**config.mk**
```make
export PLATFORM = sky130hd
export DESIGN_NAME = frame_color_density_top
export DESIGN_NICKNAME = d
export VERILOG_FILES = /design/src/rtl/fcd_pkg.sv /design/src/rtl/fcd_csr.sv /design/src/rtl/fcd_front.sv /design/src/rtl/fcd_queue.sv /design/src/rtl/fcd_back.sv /design/src/rtl/frame_color_density_top.sv
export SDC_FILE = /design/constraint.sdc
export NUM_CORES = 2
export LEC_CHECK = 0
export ABC_AREA = 1
export BUFFER_PORTS_ARGS = -buffer_cell sky130_fd_sc_hd__buf_2
export CAP_MARGIN = 15
export CORE_MARGIN = 2
export CORE_UTILIZATION = 32
export DETAILED_ROUTE_END_ITERATION = 16
export GPL_ROUTABILITY_DRIVEN = 1
export RECOVER_POWER = 50
export SETUP_SLACK_MARGIN = 0.2
export SLEW_MARGIN = 10
export SYNTH_ARGS = -nofsm -noshare
export SYNTH_HDL_FRONTEND = slang
export SYNTH_HIERARCHICAL = 1
export SYNTH_SLANG_ARGS = --single-unit
```
**constraint.sdc**
```tcl
create_clock -name clock -period 27.8 [get_ports clock]
set_input_delay 2.78 -clock clock [delete_from_list [all_inputs] [get_ports clock]]
set_output_delay 2.78 -clock clock [all_outputs]
set_load 0.01 [all_outputs]
```
**src/rtl/fcd_pkg.sv**
```systemverilog
// ----------------------------------------------------------------------------
// Frame colour density package
// Types, constants and helper functions shared by the frame colour density
// block: pixel and result payloads, configuration, frame snapshots.
// ----------------------------------------------------------------------------
package fcd_pkg;

   localparam int MaxColumns     = 4096;
   localparam int MaxRows        = 4096;

   localparam int PixWidth       = 8;
   localparam int SizeWidth      = 13;
   localparam int CoordWidth     = 12;
   localparam int SumWidth       = 32;
   localparam int TotalWidth     = SumWidth + 2;
   localparam int ShareWidth     = 15;
   localparam int ThrWidth       = 15;
   localparam int ShareScale     = 25600;
   localparam int ProdWidth      = SumWidth + ShareWidth;
   localparam int DivWidth       = TotalWidth + ShareWidth - 1;
   localparam int StepWidth      = $clog2(ShareWidth);
   localparam int SpanRowsWidth  = 2 * CoordWidth;
   localparam int DenomWidth     = SpanRowsWidth + 2;
   localparam int RhsWidth       = ThrWidth + DenomWidth;

   localparam int Div5InWidth    = SizeWidth + 1;
   localparam int Div5Shift      = 16;
   localparam int Recip5         = (1 << Div5Shift) / 5 + 1;
   localparam int Div5ProdWidth  = Div5InWidth + Div5Shift;

   localparam int SnapDepth      = 2;
   localparam int SnapPtrWidth   = $clog2(SnapDepth);
   localparam int SnapCountWidth = $clog2(SnapDepth + 1);

   localparam int CsrAddrWidth   = 4;
   localparam int CsrDataWidth   = 32;
   localparam int RegIndexWidth  = CsrAddrWidth - 2;

   localparam logic [SizeWidth-1:0] ResetWidth     = SizeWidth'(640);
   localparam logic [SizeWidth-1:0] ResetHeight    = SizeWidth'(480);
   localparam logic [ThrWidth-1:0]  ResetThreshold = ThrWidth'(2560);

   typedef enum logic [RegIndexWidth-1:0] {
      REG_WIDTH     = 2'd0,
      REG_HEIGHT    = 2'd1,
      REG_THRESHOLD = 2'd2
   } reg_index_type;

   typedef enum logic [1:0] {
      CH_RED    = 2'd0,
      CH_GREEN  = 2'd1,
      CH_BLUE   = 2'd2,
      CH_WINDOW = 2'd3
   } chan_type;

   typedef enum logic [2:0] {
      BK_IDLE,
      BK_MUL,
      BK_DIV,
      BK_DEN,
      BK_RHS,
      BK_CMP,
      BK_DONE
   } back_state_type;

   typedef struct packed {
      logic [PixWidth-1:0] red;
      logic [PixWidth-1:0] green;
      logic [PixWidth-1:0] blue;
   } pixel_type;

   typedef struct packed {
      logic [ShareWidth-1:0] red_share;
      logic [ShareWidth-1:0] green_share;
      logic [ShareWidth-1:0] blue_share;
      logic                  green_centered;
   } result_type;

   typedef struct packed {
      logic [SizeWidth-1:0]  width;
      logic [SizeWidth-1:0]  height;
      logic [CoordWidth-1:0] win_start;
      logic [CoordWidth-1:0] win_end;
      logic [CoordWidth-1:0] win_rows;
      logic [ThrWidth-1:0]   threshold;
   } cfg_type;

   typedef struct packed {
      logic [SumWidth-1:0]   red_total;
      logic [SumWidth-1:0]   green_total;
      logic [SumWidth-1:0]   blue_total;
      logic [SumWidth-1:0]   window_total;
      logic [CoordWidth-1:0] win_span;
      logic [CoordWidth-1:0] win_rows;
      logic [ThrWidth-1:0]   threshold;
   } snap_type;

   function automatic logic [SizeWidth-1:0] clamp_size(input logic [SizeWidth-1:0] v,
                                                       input logic [SizeWidth-1:0] maxv);
      logic [SizeWidth-1:0] r;
      r = v;
      if (v == '0) begin
         r = SizeWidth'(1);
      end else if (v > maxv) begin
         r = maxv;
      end
      return r;
   endfunction

   function automatic logic [CoordWidth-1:0] div5(input logic [Div5InWidth-1:0] x);
      logic [Div5ProdWidth-1:0] p;
      p = Div5ProdWidth'(x) * Div5ProdWidth'(Recip5);
      return p[Div5Shift +: CoordWidth];
   endfunction

   function automatic logic [SumWidth-1:0] sat_add(input logic [SumWidth-1:0] a,
                                                   input logic [PixWidth-1:0] b);
      logic [SumWidth:0] s;
      s = {1'b0, a} + (SumWidth + 1)'(b);
      return s[SumWidth] ? '1 : s[SumWidth-1:0];
   endfunction

endpackage

```
**src/rtl/fcd_csr.sv**
```systemverilog
// ----------------------------------------------------------------------------
// Frame colour density register file
// Holds frame size and threshold, and the window bounds derived from them.
// ----------------------------------------------------------------------------
module fcd_csr (
   input  logic                              clock,
   input  logic                              reset,
   input  logic                              psel,
   input  logic                              penable,
   input  logic                              pwrite,
   input  logic [fcd_pkg::CsrAddrWidth-1:0]  paddr,
   input  logic [fcd_pkg::CsrDataWidth-1:0]  pwdata,
   output logic [fcd_pkg::CsrDataWidth-1:0]  prdata,
   output logic                              pready,
   output fcd_pkg::cfg_type                  cfg
);

   logic [fcd_pkg::SizeWidth-1:0]  width_raw_ff, width_raw_in;
   logic [fcd_pkg::SizeWidth-1:0]  height_raw_ff, height_raw_in;
   logic [fcd_pkg::ThrWidth-1:0]   thr_ff, thr_in;
   logic [fcd_pkg::SizeWidth-1:0]  width_ff, width_in;
   logic [fcd_pkg::SizeWidth-1:0]  height_ff, height_in;
   logic [fcd_pkg::CoordWidth-1:0] win_start_ff, win_start_in;
   logic [fcd_pkg::CoordWidth-1:0] win_end_ff, win_end_in;
   logic [fcd_pkg::CoordWidth-1:0] win_rows_ff, win_rows_in;

   fcd_pkg::reg_index_type         index;
   logic                           wr_en;
   logic [fcd_pkg::SizeWidth-1:0]  wr_size;
   logic [fcd_pkg::SizeWidth-1:0]  new_width;
   logic [fcd_pkg::SizeWidth-1:0]  new_height;

   assign index  = fcd_pkg::reg_index_type'(paddr[fcd_pkg::CsrAddrWidth-1:2]);
   assign wr_en  = psel && penable && pwrite;
   assign pready = 1'b1;

   always_comb begin
      wr_size       = pwdata[fcd_pkg::SizeWidth-1:0];
      new_width     = fcd_pkg::clamp_size(wr_size, fcd_pkg::SizeWidth'(fcd_pkg::MaxColumns));
      new_height    = fcd_pkg::clamp_size(wr_size, fcd_pkg::SizeWidth'(fcd_pkg::MaxRows));
      width_raw_in  = width_raw_ff;
      height_raw_in = height_raw_ff;
      thr_in        = thr_ff;
      width_in      = width_ff;
      height_in     = height_ff;
      win_start_in  = win_start_ff;
      win_end_in    = win_end_ff;
      win_rows_in   = win_rows_ff;
      if (wr_en) begin
         case (index)
            fcd_pkg::REG_WIDTH: begin
               width_raw_in = wr_size;
               width_in     = new_width;
               win_start_in = fcd_pkg::div5({new_width, 1'b0});
               win_end_in   = fcd_pkg::div5({new_width, 1'b0} +
                                            fcd_pkg::Div5InWidth'(new_width));
            end
            fcd_pkg::REG_HEIGHT: begin
               height_raw_in = wr_size;
               height_in     = new_height;
               win_rows_in   = fcd_pkg::div5({new_height, 1'b0} +
                                             fcd_pkg::Div5InWidth'(new_height));
            end
            fcd_pkg::REG_THRESHOLD: begin
               thr_in = pwdata[fcd_pkg::ThrWidth-1:0];
            end
            default: begin
            end
         endcase
      end
   end

   always_ff @(posedge clock) begin
      if (reset) begin
         width_raw_ff  <= fcd_pkg::ResetWidth;
         height_raw_ff <= fcd_pkg::ResetHeight;
         thr_ff        <= fcd_pkg::ResetThreshold;
         width_ff      <= fcd_pkg::ResetWidth;
         height_ff     <= fcd_pkg::ResetHeight;
         win_start_ff  <= fcd_pkg::div5({fcd_pkg::ResetWidth, 1'b0});
         win_end_ff    <= fcd_pkg::div5({fcd_pkg::ResetWidth, 1'b0} +
                                        fcd_pkg::Div5InWidth'(fcd_pkg::ResetWidth));
         win_rows_ff   <= fcd_pkg::div5({fcd_pkg::ResetHeight, 1'b0} +
                                        fcd_pkg::Div5InWidth'(fcd_pkg::ResetHeight));
      end else begin
         width_raw_ff  <= width_raw_in;
         height_raw_ff <= height_raw_in;
         thr_ff        <= thr_in;
         width_ff      <= width_in;
         height_ff     <= height_in;
         win_start_ff  <= win_start_in;
         win_end_ff    <= win_end_in;
         win_rows_ff   <= win_rows_in;
      end
   end

   always_comb begin
      case (index)
         fcd_pkg::REG_WIDTH:     prdata = fcd_pkg::CsrDataWidth'(width_raw_ff);
         fcd_pkg::REG_HEIGHT:    prdata = fcd_pkg::CsrDataWidth'(height_raw_ff);
         fcd_pkg::REG_THRESHOLD: prdata = fcd_pkg::CsrDataWidth'(thr_ff);
         default:                prdata = '0;
      endcase
   end

   assign cfg = '{width:     width_ff,
                  height:    height_ff,
                  win_start: win_start_ff,
                  win_end:   win_end_ff,
                  win_rows:  win_rows_ff,
                  threshold: thr_ff};

endmodule

```
**src/rtl/fcd_front.sv**
```systemverilog
// ----------------------------------------------------------------------------
// Frame colour density front end
// Accepts pixels, tracks position and accumulates the frame sums; hands a
// snapshot of the sums to the back end at the end of each frame.
// ----------------------------------------------------------------------------
module fcd_front (
   input  logic                clock,
   input  logic                reset,
   input  logic                push,
   output logic                full,
   input  fcd_pkg::pixel_type  req_data,
   input  fcd_pkg::cfg_type    cfg,
   input  logic                snap_full,
   output logic                snap_push,
   output fcd_pkg::snap_type   snap
);

   logic [fcd_pkg::SumWidth-1:0]   red_ff, red_in;
   logic [fcd_pkg::SumWidth-1:0]   green_ff, green_in;
   logic [fcd_pkg::SumWidth-1:0]   blue_ff, blue_in;
   logic [fcd_pkg::SumWidth-1:0]   win_ff, win_in;
   logic [fcd_pkg::CoordWidth-1:0] col_ff, col_in;
   logic [fcd_pkg::CoordWidth-1:0] row_ff, row_in;

   logic                           accept;
   logic [fcd_pkg::SizeWidth-1:0]  col_p1;
   logic [fcd_pkg::SizeWidth-1:0]  row_p1;
   logic                           row_done;
   logic                           frame_done;
   logic                           in_window;
   logic [fcd_pkg::SumWidth-1:0]   red_sum;
   logic [fcd_pkg::SumWidth-1:0]   green_sum;
   logic [fcd_pkg::SumWidth-1:0]   blue_sum;
   logic [fcd_pkg::SumWidth-1:0]   win_sum;

   assign full   = snap_full;
   assign accept = push && !snap_full;

   always_comb begin
      col_p1     = fcd_pkg::SizeWidth'(col_ff) + fcd_pkg::SizeWidth'(1);
      row_p1     = fcd_pkg::SizeWidth'(row_ff) + fcd_pkg::SizeWidth'(1);
      row_done   = col_p1 >= cfg.width;
      frame_done = row_done && (row_p1 >= cfg.height);
      in_window  = (col_ff >= cfg.win_start) && (col_ff <= cfg.win_end) &&
                   (row_ff < cfg.win_rows);
      red_sum    = fcd_pkg::sat_add(red_ff, req_data.red);
      green_sum  = fcd_pkg::sat_add(green_ff, req_data.green);
      blue_sum   = fcd_pkg::sat_add(blue_ff, req_data.blue);
      win_sum    = in_window ? fcd_pkg::sat_add(win_ff, req_data.green) : win_ff;

      red_in   = red_ff;
      green_in = green_ff;
      blue_in  = blue_ff;
      win_in   = win_ff;
      col_in   = col_ff;
      row_in   = row_ff;
      if (accept) begin
         if (frame_done) begin
            red_in   = '0;
            green_in = '0;
            blue_in  = '0;
            win_in   = '0;
            col_in   = '0;
            row_in   = '0;
         end else begin
            red_in   = red_sum;
            green_in = green_sum;
            blue_in  = blue_sum;
            win_in   = win_sum;
            if (row_done) begin
               col_in = '0;
               row_in = row_p1[fcd_pkg::CoordWidth-1:0];
            end else begin
               col_in = col_p1[fcd_pkg::CoordWidth-1:0];
            end
         end
      end

      snap_push = accept && frame_done;
      snap      = '{red_total:    red_sum,
                    green_total:  green_sum,
                    blue_total:   blue_sum,
                    window_total: win_sum,
                    win_span:     cfg.win_end - cfg.win_start,
                    win_rows:     cfg.win_rows,
                    threshold:    cfg.threshold};
   end

   always_ff @(posedge clock) begin
      if (reset) begin
         red_ff   <= '0;
         green_ff <= '0;
         blue_ff  <= '0;
         win_ff   <= '0;
         col_ff   <= '0;
         row_ff   <= '0;
      end else begin
         red_ff   <= red_in;
         green_ff <= green_in;
         blue_ff  <= blue_in;
         win_ff   <= win_in;
         col_ff   <= col_in;
         row_ff   <= row_in;
      end
   end

   a_snap_room: assert property (@(posedge clock) disable iff (reset)
      snap_push |-> !snap_full)
      else $error("Frame snapshot pushed into a full queue.");

endmodule

```
**src/rtl/fcd_queue.sv**
```systemverilog
// ----------------------------------------------------------------------------
// Frame colour density snapshot queue
// Short queue of finished frame sums between the front and back ends.
// ----------------------------------------------------------------------------
module fcd_queue (
   input  logic               clock,
   input  logic               reset,
   input  logic               wr_en,
   input  fcd_pkg::snap_type  wr_data,
   output logic               full,
   input  logic               rd_en,
   output fcd_pkg::snap_type  rd_data,
   output logic               empty
);

   fcd_pkg::snap_type                  mem_ff [fcd_pkg::SnapDepth];
   logic [fcd_pkg::SnapPtrWidth-1:0]   wr_ptr_ff, wr_ptr_in;
   logic [fcd_pkg::SnapPtrWidth-1:0]   rd_ptr_ff, rd_ptr_in;
   logic [fcd_pkg::SnapCountWidth-1:0] count_ff, count_in;

   logic do_write;
   logic do_read;

   assign full     = count_ff == fcd_pkg::SnapCountWidth'(fcd_pkg::SnapDepth);
   assign empty    = count_ff == '0;
   assign do_write = wr_en && !full;
   assign do_read  = rd_en && !empty;
   assign rd_data  = mem_ff[rd_ptr_ff];

   always_comb begin
      wr_ptr_in = wr_ptr_ff;
      rd_ptr_in = rd_ptr_ff;
      count_in  = count_ff;
      if (do_write) begin
         wr_ptr_in = (wr_ptr_ff == fcd_pkg::SnapPtrWidth'(fcd_pkg::SnapDepth - 1)) ?
                     '0 : wr_ptr_ff + fcd_pkg::SnapPtrWidth'(1);
      end
      if (do_read) begin
         rd_ptr_in = (rd_ptr_ff == fcd_pkg::SnapPtrWidth'(fcd_pkg::SnapDepth - 1)) ?
                     '0 : rd_ptr_ff + fcd_pkg::SnapPtrWidth'(1);
      end
      if (do_write && !do_read) begin
         count_in = count_ff + fcd_pkg::SnapCountWidth'(1);
      end else if (do_read && !do_write) begin
         count_in = count_ff - fcd_pkg::SnapCountWidth'(1);
      end
   end

   always_ff @(posedge clock) begin
      if (reset) begin
         wr_ptr_ff <= '0;
         rd_ptr_ff <= '0;
         count_ff  <= '0;
      end else begin
         wr_ptr_ff <= wr_ptr_in;
         rd_ptr_ff <= rd_ptr_in;
         count_ff  <= count_in;
      end
   end

   always_ff @(posedge clock) begin
      if (do_write) begin
         mem_ff[wr_ptr_ff] <= wr_data;
      end
   end

   a_count_bound: assert property (@(posedge clock) disable iff (reset)
      count_ff <= fcd_pkg::SnapCountWidth'(fcd_pkg::SnapDepth))
      else $error("Snapshot queue count exceeds its depth.");

endmodule

```
**src/rtl/fcd_back.sv**
```systemverilog
// ----------------------------------------------------------------------------
// Frame colour density back end
// Turns a frame snapshot into channel shares with a shared multiplier and a
// restoring divider, decides the centre green flag, and holds the result.
// ----------------------------------------------------------------------------
module fcd_back (
   input  logic                clock,
   input  logic                reset,
   input  logic                snap_empty,
   input  fcd_pkg::snap_type   snap_data,
   output logic                snap_pop,
   output logic                empty,
   input  logic                pop,
   output fcd_pkg::result_type rsp_data
);

   fcd_pkg::back_state_type           state_ff, state_in;
   fcd_pkg::snap_type                 snap_ff, snap_in;
   fcd_pkg::chan_type                 chan_ff, chan_in;
   logic [fcd_pkg::TotalWidth-1:0]    total_ff, total_in;
   logic [fcd_pkg::DivWidth-1:0]      rem_ff, rem_in;
   logic [fcd_pkg::DivWidth-1:0]      div_ff, div_in;
   logic [fcd_pkg::ShareWidth-1:0]    quot_ff, quot_in;
   logic [fcd_pkg::StepWidth-1:0]     step_ff, step_in;
   logic [fcd_pkg::ShareWidth-1:0]    red_share_ff, red_share_in;
   logic [fcd_pkg::ShareWidth-1:0]    green_share_ff, green_share_in;
   logic [fcd_pkg::ShareWidth-1:0]    blue_share_ff, blue_share_in;
   logic [fcd_pkg::SpanRowsWidth-1:0] span_rows_ff, span_rows_in;
   logic [fcd_pkg::DenomWidth-1:0]    denom_ff, denom_in;
   logic [fcd_pkg::RhsWidth-1:0]      rhs_ff, rhs_in;
   logic                              flag_ff, flag_in;
   logic                              out_valid_ff, out_valid_in;
   fcd_pkg::result_type               out_data_ff, out_data_in;

   logic [fcd_pkg::SumWidth-1:0]      mul_a;
   logic [fcd_pkg::ProdWidth-1:0]     product;
   logic                              ge;
   logic [fcd_pkg::DivWidth-1:0]      diff;
   logic [fcd_pkg::ShareWidth-1:0]    quot_next;
   logic [fcd_pkg::ShareWidth-1:0]    share;

   assign empty    = !out_valid_ff;
   assign rsp_data = out_data_ff;

   always_comb begin
      case (chan_ff)
         fcd_pkg::CH_RED:    mul_a = snap_ff.red_total;
         fcd_pkg::CH_GREEN:  mul_a = snap_ff.green_total;
         fcd_pkg::CH_BLUE:   mul_a = snap_ff.blue_total;
         fcd_pkg::CH_WINDOW: mul_a = snap_ff.window_total;
         default:            mul_a = '0;
      endcase
      product   = fcd_pkg::ProdWidth'(mul_a) * fcd_pkg::ProdWidth'(fcd_pkg::ShareScale);
      ge        = rem_ff >= div_ff;
      diff      = rem_ff - div_ff;
      quot_next = {quot_ff[fcd_pkg::ShareWidth-2:0], ge};
      share     = (total_ff == '0) ? '0 : quot_next;

      state_in       = state_ff;
      snap_in        = snap_ff;
      chan_in        = chan_ff;
      total_in       = total_ff;
      rem_in         = rem_ff;
      div_in         = div_ff;
      quot_in        = quot_ff;
      step_in        = step_ff;
      red_share_in   = red_share_ff;
      green_share_in = green_share_ff;
      blue_share_in  = blue_share_ff;
      span_rows_in   = span_rows_ff;
      denom_in       = denom_ff;
      rhs_in         = rhs_ff;
      flag_in        = flag_ff;
      out_valid_in   = out_valid_ff;
      out_data_in    = out_data_ff;
      snap_pop       = 1'b0;

      if (out_valid_ff && pop) begin
         out_valid_in = 1'b0;
      end

      case (state_ff)
         fcd_pkg::BK_IDLE: begin
            if (!snap_empty) begin
               snap_pop = 1'b1;
               snap_in  = snap_data;
               total_in = fcd_pkg::TotalWidth'(snap_data.red_total) +
                          fcd_pkg::TotalWidth'(snap_data.green_total) +
                          fcd_pkg::TotalWidth'(snap_data.blue_total);
               chan_in  = fcd_pkg::CH_RED;
               state_in = fcd_pkg::BK_MUL;
            end
         end
         fcd_pkg::BK_MUL: begin
            rem_in  = fcd_pkg::DivWidth'(product);
            div_in  = {total_ff, {(fcd_pkg::ShareWidth - 1){1'b0}}};
            quot_in = '0;
            step_in = '0;
            if (chan_ff == fcd_pkg::CH_WINDOW) begin
               span_rows_in = fcd_pkg::SpanRowsWidth'(snap_ff.win_span) *
                              fcd_pkg::SpanRowsWidth'(snap_ff.win_rows);
               state_in     = fcd_pkg::BK_DEN;
            end else begin
               state_in = fcd_pkg::BK_DIV;
            end
         end
         fcd_pkg::BK_DIV: begin
            rem_in  = ge ? diff : rem_ff;
            div_in  = div_ff >> 1;
            quot_in = quot_next;
            step_in = step_ff + fcd_pkg::StepWidth'(1);
            if (step_ff == fcd_pkg::StepWidth'(fcd_pkg::ShareWidth - 1)) begin
               state_in = fcd_pkg::BK_MUL;
               case (chan_ff)
                  fcd_pkg::CH_RED: begin
                     red_share_in = share;
                     chan_in      = fcd_pkg::CH_GREEN;
                  end
                  fcd_pkg::CH_GREEN: begin
                     green_share_in = share;
                     chan_in        = fcd_pkg::CH_BLUE;
                  end
                  default: begin
                     blue_share_in = share;
                     chan_in       = fcd_pkg::CH_WINDOW;
                  end
               endcase
            end
         end
         fcd_pkg::BK_DEN: begin
            denom_in = fcd_pkg::DenomWidth'({span_rows_ff, 1'b0}) +
                       fcd_pkg::DenomWidth'(span_rows_ff);
            state_in = fcd_pkg::BK_RHS;
         end
         fcd_pkg::BK_RHS: begin
            rhs_in   = fcd_pkg::RhsWidth'(snap_ff.threshold) * fcd_pkg::RhsWidth'(denom_ff);
            state_in = fcd_pkg::BK_CMP;
         end
         fcd_pkg::BK_CMP: begin
            flag_in  = (denom_ff != '0) && (rem_ff > fcd_pkg::DivWidth'(rhs_ff));
            state_in = fcd_pkg::BK_DONE;
         end
         fcd_pkg::BK_DONE: begin
            if (!out_valid_ff || pop) begin
               out_valid_in = 1'b1;
               out_data_in  = '{red_share:      red_share_ff,
                                green_share:    green_share_ff,
                                blue_share:     blue_share_ff,
                                green_centered: flag_ff};
               state_in     = fcd_pkg::BK_IDLE;
            end
         end
         default: begin
            state_in = fcd_pkg::BK_IDLE;
         end
      endcase
   end

   always_ff @(posedge clock) begin
      if (reset) begin
         state_ff     <= fcd_pkg::BK_IDLE;
         out_valid_ff <= 1'b0;
      end else begin
         state_ff     <= state_in;
         out_valid_ff <= out_valid_in;
      end
   end

   always_ff @(posedge clock) begin
      snap_ff        <= snap_in;
      chan_ff        <= chan_in;
      total_ff       <= total_in;
      rem_ff         <= rem_in;
      div_ff         <= div_in;
      quot_ff        <= quot_in;
      step_ff        <= step_in;
      red_share_ff   <= red_share_in;
      green_share_ff <= green_share_in;
      blue_share_ff  <= blue_share_in;
      span_rows_ff   <= span_rows_in;
      denom_ff       <= denom_in;
      rhs_ff         <= rhs_in;
      flag_ff        <= flag_in;
      out_data_ff    <= out_data_in;
   end

   a_share_sum: assert property (@(posedge clock) disable iff (reset)
      out_valid_ff |-> (17'(out_data_ff.red_share) + 17'(out_data_ff.green_share) +
                        17'(out_data_ff.blue_share)) <= 17'(fcd_pkg::ShareScale))
      else $error("Channel shares add up to more than one hundred percent.");

   a_div_steps: assert property (@(posedge clock) disable iff (reset)
      state_ff == fcd_pkg::BK_DIV |->
         step_ff <= fcd_pkg::StepWidth'(fcd_pkg::ShareWidth - 1))
      else $error("Divider ran past its last quotient bit.");

endmodule

```
**src/rtl/frame_color_density_top.sv**
```systemverilog
// ----------------------------------------------------------------------------
// Frame colour density top level
// Takes one RGB pixel per transfer in raster order, with the frame width and
// height set in registers, and keeps the column and row itself. Sums of red,
// green and blue over the frame, and of green inside the centre window, are
// kept as the pixels arrive. On the last pixel of a frame the sums are queued,
// and the back end works out each channel's share and the centre green flag.
// There is one result per frame. A pixel is taken on every cycle that full is
// low. Each of the three channels takes a multiply step and fifteen divide
// steps. The window test then passes through the multiply, denominator,
// right-hand side and compare states, and the result is loaded in the done
// state. Two finished frames can wait in the snapshot queue, behind the one in
// the back end and the one in the result register. Full therefore rises only
// when frames end faster than the back end works them off, or when results
// are not taken.
// ----------------------------------------------------------------------------
module frame_color_density_top (
   input  logic                             clock,
   input  logic                             reset,
   input  logic                             push,
   output logic                             full,
   input  fcd_pkg::pixel_type               req_data,
   output logic                             empty,
   input  logic                             pop,
   output fcd_pkg::result_type              rsp_data,
   input  logic                             psel,
   input  logic                             penable,
   input  logic                             pwrite,
   input  logic [fcd_pkg::CsrAddrWidth-1:0] paddr,
   input  logic [fcd_pkg::CsrDataWidth-1:0] pwdata,
   output logic [fcd_pkg::CsrDataWidth-1:0] prdata,
   output logic                             pready
);

   fcd_pkg::cfg_type  cfg;
   fcd_pkg::snap_type snap_wr;
   fcd_pkg::snap_type snap_rd;
   logic              snap_push;
   logic              snap_full;
   logic              snap_pop;
   logic              snap_empty;

   fcd_csr u_csr (
      .clock   (clock),
      .reset   (reset),
      .psel    (psel),
      .penable (penable),
      .pwrite  (pwrite),
      .paddr   (paddr),
      .pwdata  (pwdata),
      .prdata  (prdata),
      .pready  (pready),
      .cfg     (cfg)
   );

   fcd_front u_front (
      .clock     (clock),
      .reset     (reset),
      .push      (push),
      .full      (full),
      .req_data  (req_data),
      .cfg       (cfg),
      .snap_full (snap_full),
      .snap_push (snap_push),
      .snap      (snap_wr)
   );

   fcd_queue u_queue (
      .clock   (clock),
      .reset   (reset),
      .wr_en   (snap_push),
      .wr_data (snap_wr),
      .full    (snap_full),
      .rd_en   (snap_pop),
      .rd_data (snap_rd),
      .empty   (snap_empty)
   );

   fcd_back u_back (
      .clock      (clock),
      .reset      (reset),
      .snap_empty (snap_empty),
      .snap_data  (snap_rd),
      .snap_pop   (snap_pop),
      .empty      (empty),
      .pop        (pop),
      .rsp_data   (rsp_data)
   );

endmodule

```
* Word-level counts from Yosys, hierarchy flattened
Memory sizes are Yosys's and may differ from the RTL's. A register that Yosys moved wholly into a read port is not among the register bits. Index checks and enable logic that the tools add are counted.
Word-level totals: bits in registers 763, memories kept 1, bits in writable memories 334
Memory list:
- u_queue.mem_ff | words 2, bits a word 167, read ports 1, clocked after memory_dff 1, write ports 1, RTL line fcd_queue.sv:16 | fcd_pkg::snap_type mem_ff [fcd_pkg::SnapDepth];
Cells by class: reduce and logical (&&, ||, !) cells 44, $add $sub $neg 17, multipliers 5, bitwise operators 2, $lt $le $gt $ge 8, equality and inequality tests 17, mux-type cells 45
Operator list (number):
- 2-to-1 mux 32 bit | 9
- case mux 48 bit (2 select lines) | 2
- adder 32 x 8 -> 33 bit | 4
- case mux 32 bit (4 select lines) | 1
- >= comparator 48 bit | 1
- > comparator 48 x 41 -> 1 bit | 1
- 2-to-1 mux 12 bit | 4
- 2-to-1 mux 48 bit | 1
- subtractor 48 bit | 1
- case mux 15 bit (3 select lines) | 1
- multiplier 15 x 26 -> 41 bit | 1
- multiplier 32 x 5 -> 37 bit, second input constant | 1
- adder 34 x 32 -> 34 bit | 1
- zero test 34 bit | 1
- adder 32 x 32 -> 33 bit | 1
- case mux 14 bit (2 select lines) | 1
- adder 12 x 1 -> 13 bit, second input constant | 2
- adder 25 x 24 -> 26 bit | 1
- >= comparator 13 bit | 2
- multiplier 14 x 12 -> 26 bit, second input constant | 1
- 2-to-1 mux 13 bit | 2
- nonzero test 26 bit | 1
- multiplier 13 x 12 -> 25 bit, second input constant | 1
- multiplier 12 x 12 -> 24 bit | 1
- 36 further kinds | 96

* Depth between registers and ports, before layout
depth after elaboration 9, depth in mapped cells 39, depth with buffers taken out 39

* Hierarchy
The synthesis kept the hierarchy.
By module, submodules not included:
- fcd_back | sequential area each 15094.5 um^2, cells an instance 5797, instances 1, area an instance 48582.8 um^2
- fcd_front | sequential area each 3042.9 um^2, cells an instance 2334, instances 1, area an instance 14222.4 um^2
- fcd_queue | sequential area each 10129.7 um^2, cells an instance 557, instances 1, area an instance 12836.1 um^2
- fcd_csr | sequential area each 2062.0 um^2, cells an instance 1433, instances 1, area an instance 11063.1 um^2

* Least setup slack after synthesis
No wires, ideal clock.
path type reg-to-reg, start point register u_back.state_ff[2], end point register u_queue/count_ff[1] (netlist bit), slack 10.151 ns, arrival 17.585 ns, clock period less this slack 17.649 ns, buffers on the path 0, setup time 0.064 ns, cell stages (with the launch flop) 11, path through dfxtp_1 nor2_1 inv_2 nor3_1 o21ai_0 ha_1 inv_1 nand3_1 nand2_1 inv_1 nor2_1
On the way: longest elaborated chain between the ends 6, elaborated cells on any way between the ends 8, classes of those cells mux (2); reduce/logical (6)
Ends and longest elaborated chain:
- start: declaration | RTL line fcd_back.sv:17 | fcd_pkg::back_state_type state_ff, state_in;
- start signal: assignment | RTL line fcd_back.sv:161 | state_ff <= fcd_pkg::BK_IDLE;
- start signal: assignment | RTL line fcd_back.sv:164 | state_ff <= state_in;
- zero test 3 bit * | RTL line fcd_back.sv:82 | case (state_ff)
- 2-to-1 mux 1 bit * | RTL line fcd_back.sv:82
- named net snap_pop | RTL line frame_color_density_top.sv:40 | logic snap_pop;
- logical AND 1 bit * | RTL line fcd_queue.sv:27 | assign do_read = rd_en && !empty;
- zero test 1 bit | RTL line fcd_queue.sv:42 | if (do_write && !do_read) begin
- logical AND 1 bit | RTL line fcd_queue.sv:42
- 2-to-1 mux 2 bit / nonzero test 2 bit (equally long branches)
- end signal: assignment | RTL line fcd_queue.sv:57 | count_ff <= count_in;
- end: declaration | RTL line fcd_queue.sv:19 | logic [fcd_pkg::SnapCountWidth-1:0] count_ff, count_in;
Mark *: on every way through the listed nets, which the timed path passes. The rest lies on a longest branch. A chain may end at the register's enable or synchronous reset.

* Worst setup path in the final report
start point register u_queue/count_ff[0] (netlist bit), end point register u_back/snap_ff[43] (netlist bit) (enable)
On the way: longest elaborated chain between the ends 3
Ends and longest elaborated chain:
- zero test 2 bit | RTL line fcd_queue.sv:25 | assign empty = count_ff == '0;
- named net snap_empty | RTL line frame_color_density_top.sv:41 | logic snap_empty;
- inverter 1 bit (no line)
- AND reduction 2 bit (no line)
- end signal: assignment | RTL line fcd_back.sv:170 | snap_ff <= snap_in;
- end: declaration | RTL line fcd_back.sv:18 | fcd_pkg::snap_type snap_ff, snap_in;
The timed path passes the listed nets, and every way through them passes these cells.

==> impl_metrics.toml <==
[timing]
setup_viol_count_final = 0
skew_ns = 0.0897
min_period_over_period = 0.352
max_freq_ghz = 0.102
worst_slack_ns = 18.02
drv_slew = 1032
grt_setup_unrepaired = "no"
min_period_ns = 9.78
slew_headroom = -4.91
worst_pin_slew_ns = 8.87
finalHoldViolations = 0
fin_setup_tns_ns = 0

[cells_and_area]
fillCellCount = 28127
final_nets = 11441
seq_area_sq_um = 30300
syn2layout_area_growth_pct = 8.54
stdcell_count = 13779
drive_gt1_frac = 0.0616
multi_input_area_sq_um = 47300

[critical_path]
cp.required_ns = 27.88
worstReg2RegStart = "u_queue/count_ff[0]"
crit_chain = "nor2_1 -> nor3_1 -> clkbuf_1 -> clkbuf_1"
critical_path_class = "reg2reg"
cpLargestDelayFamily = "buffers and inverters"
cp-start-kind = "register"
timing.critical_path.buf_inv = 2
r2r_slack_ns = 18.02
cp_max_fo = 162
cp_data_arrival_time_ns = 9.86
slowest_delay_ns = 6.16
critical-path-slowest-cell = "clkbuf_1"
r2r_cells = 4
cp-end-kind = "register"
r2r-end = "u_back/snap_ff[43]"
cpMostUsedCell = "clkbuf_1"

[routing]
wl_per_cell_um = 16.8
wl_um = 232000
dr_total_vias = 65325
drc = 0
antenna_left = 0
drt_pass1_iterations = 8
drt_iter0_markers = 4896
drt-vias-per-instance = 4.74

[placement]
post-place-ws_ns = 17.49
dp_hpwl_um = 180000
place_inst = 13550
gp_congestion = 0.937
port-buffer-count = 110

[synthesis]
async_flop_share = 0
synth.most_common_cell = "nand2_1"
synthCells = 10121
yosys.area.top_type = "edfxtp_1"
synth.distinct_cells = 69
yosysWarnings = 6
yosysSeqAreaShare = 0.350
synth.area.top_cells = "edfxtp_1, fa_1, nand2_1"
avgSynthCellArea_sq_um = 8.57
ys_top_cells_by_count = "nand2_1, inv_1, edfxtp_1, ha_1, nor2_1"
ys.flop_type = "edfxtp_1"
yosys_register_bits = 1098
syn_area_sq_um = 86700
synth.top_cell.area_share = 0.289
synth_edf_count = 834

[die]
num_rows = 191
core_sq_um = 270000
dieWidth_um = 525
ios = 148
dieHeight_um = 525
start_util = 0.321
die_area_sq_um = 275000

[worst_hold_path]
hp-start = "u_back/green_share_ff[8]"
hold_depth = 0
min_to = "u_back/rsp_data[24]"
hold_class = "reg2reg"

[outcome]
status = "finished with violations"
violations = "max-capacitance violations, max-slew violations"

[global_route]
grt_pass1_vias = 63760
gr-total-overflow = 0
antenna_found_initial = 9
grt_pass1_wl_um = 365000
gr-usage-all-layers = 0.167
grt_max_degree = 163

[clock_network]
cts-hold-fix-buffers = 0
ctsResizeCount = 0
clkSinkCount = 1098
max-clock-path-buffers = 3
cts_buffers = 120
cts_tree = "done"
cts_setup_buffers = 0
clk_pin_slew_ns = 0.06
clock_latency_ns = 0.82
htreeDepth = 3
cts_root_buffer = "clkbuf_16"

[flow_run]
cap_violations = 18

[pwr]
peakVddDrop_mv = 0.126
p_leak_nw = 44.3
pwr_density_cell_nw_per_um2 = 99.9
==> power by group <==
group | switching (mW) | internal, mW | leakage, nW
logic | 3.83 | 1.80 | 32.3
clock network | 0.713 | 0.921 | 1.97
registers | 0.0727 | 2.06 | 10.0
==> metrics by stage <==
step                      instance area, sq um  power (mW)  hold WS, ns  utilization
after global routing                     94100        10.2        0.379        0.348
final                                    94100        9.40        0.394        0.348
after detailed placement                 90600        7.73        0.405        0.336
after floorplan                          86800        5.97        0.400            -
after CTS                                94700        9.41        0.382        0.351
after global placement                   90600        7.72        0.401        0.336
==> sequential cells by signal, indices dropped and copies added, names as in the netlist, 13 cells and up, named ones only <==
signal and cells:
u_back/blue_share_ff 15, u_back/denom_ff 26, u_back/div_ff 48, u_back/green_share_ff 15, u_back/quot_ff 14, u_back/red_share_ff 15, u_back/rem_ff 48, u_back/rhs_ff 41
u_back/rsp_data 46, u_back/snap_ff 167, u_back/span_rows_ff 24, u_back/total_ff 34, u_csr/height_ff 13, u_csr/height_raw_ff 13, u_csr/thr_ff 15, u_csr/width_ff 13
u_csr/width_raw_ff 13, u_front/blue_ff 32, u_front/green_ff 32, u_front/red_ff 32, u_front/win_ff 32, u_queue/mem_ff 334
==> worst reg2reg max path, stage by stage, from the launching register on <==
cell	delay (ns)
dfxtp_1	0.42
nor2_1	0.21
nor3_1	0.23
clkbuf_1	1.77
clkbuf_1	6.16
==> kinds of logic after synthesis <==
family / Yosys count / synth area share
compound gates: 1089 / 0.0698
xor+xnor: 178 / 0.0182
fa+ha+maj: 1272 / 0.233
buf+inv: 2196 / 0.100
flops: 1098 / 0.350
mux: 167 / 0.0273
other cells: 2 / 0.0000866
simple gates: 4119 / 0.202
==> final cells by class <==
type / count / area share
Sequential cell: 1098 / 0.322
Clock buffer: 154 / 0.0350
Clock inverter: 74 / 0.00832
Antenna cell: 1 / 0.0000266
Inverter: 1872 / 0.0747
Timing Repair Buffer: 166 / 0.00959
Multi-Input combinational cell: 6844 / 0.503
Tap cell: 3570 / 0.0475
==> placed cells by master, fill, tap and decap left out, types with 31 or more instances in the layout <==
cell / n
nand2_1: 2590
inv_1: 1819
edfxtp_1: 834
ha_1: 703
nor2_1: 632
fa_1: 569
a21oi_1: 540
nand3_1: 420
o21ai_0: 306
dfxtp_1: 264
mux2_1: 158
clkbuf_16: 121
xor2_1: 120
buf_2: 109
nand4_1: 98
nor3_1: 78
nand2_2: 57
xnor2_1: 57
nand3_2: 50
inv_2: 42
nor2_2: 39
clkbuf_1: 38
buf_4: 38
a21o_1: 32
o21ai_1: 31
==> worst max path at each step <==
stage	depth (start not counted)	from	to
2_1_floorplan	10	u_back/state_ff[2]	u_queue/count_ff[1]
3_3_place_gp	33	pwdata[8]	u_csr/win_rows_ff[7]
3_5_place_dp	35	pwdata[8]	u_csr/win_rows_ff[7]
4_1_cts	33	pwdata[8]	u_csr/win_rows_ff[7]
5_1_grt	4	u_queue/count_ff[0]	u_back/snap_ff[41]
6_report	4	u_queue/count_ff[0]	u_back/snap_ff[43]
==> metal layers <==
| metal | wire, um | share of wire | GRT usage |
|---|---|---|---|
| met3 | 11600 | 0.050 | 0.0165 |
| met2 | 106000 | 0.46 | 0.275 |
| met1 | 108000 | 0.46 | 0.233 |
| met5 | 0 | 0 | 0 |
| met4 | 6600 | 0.029 | 0.0445 |
Power figures use the tool's default switching activity.
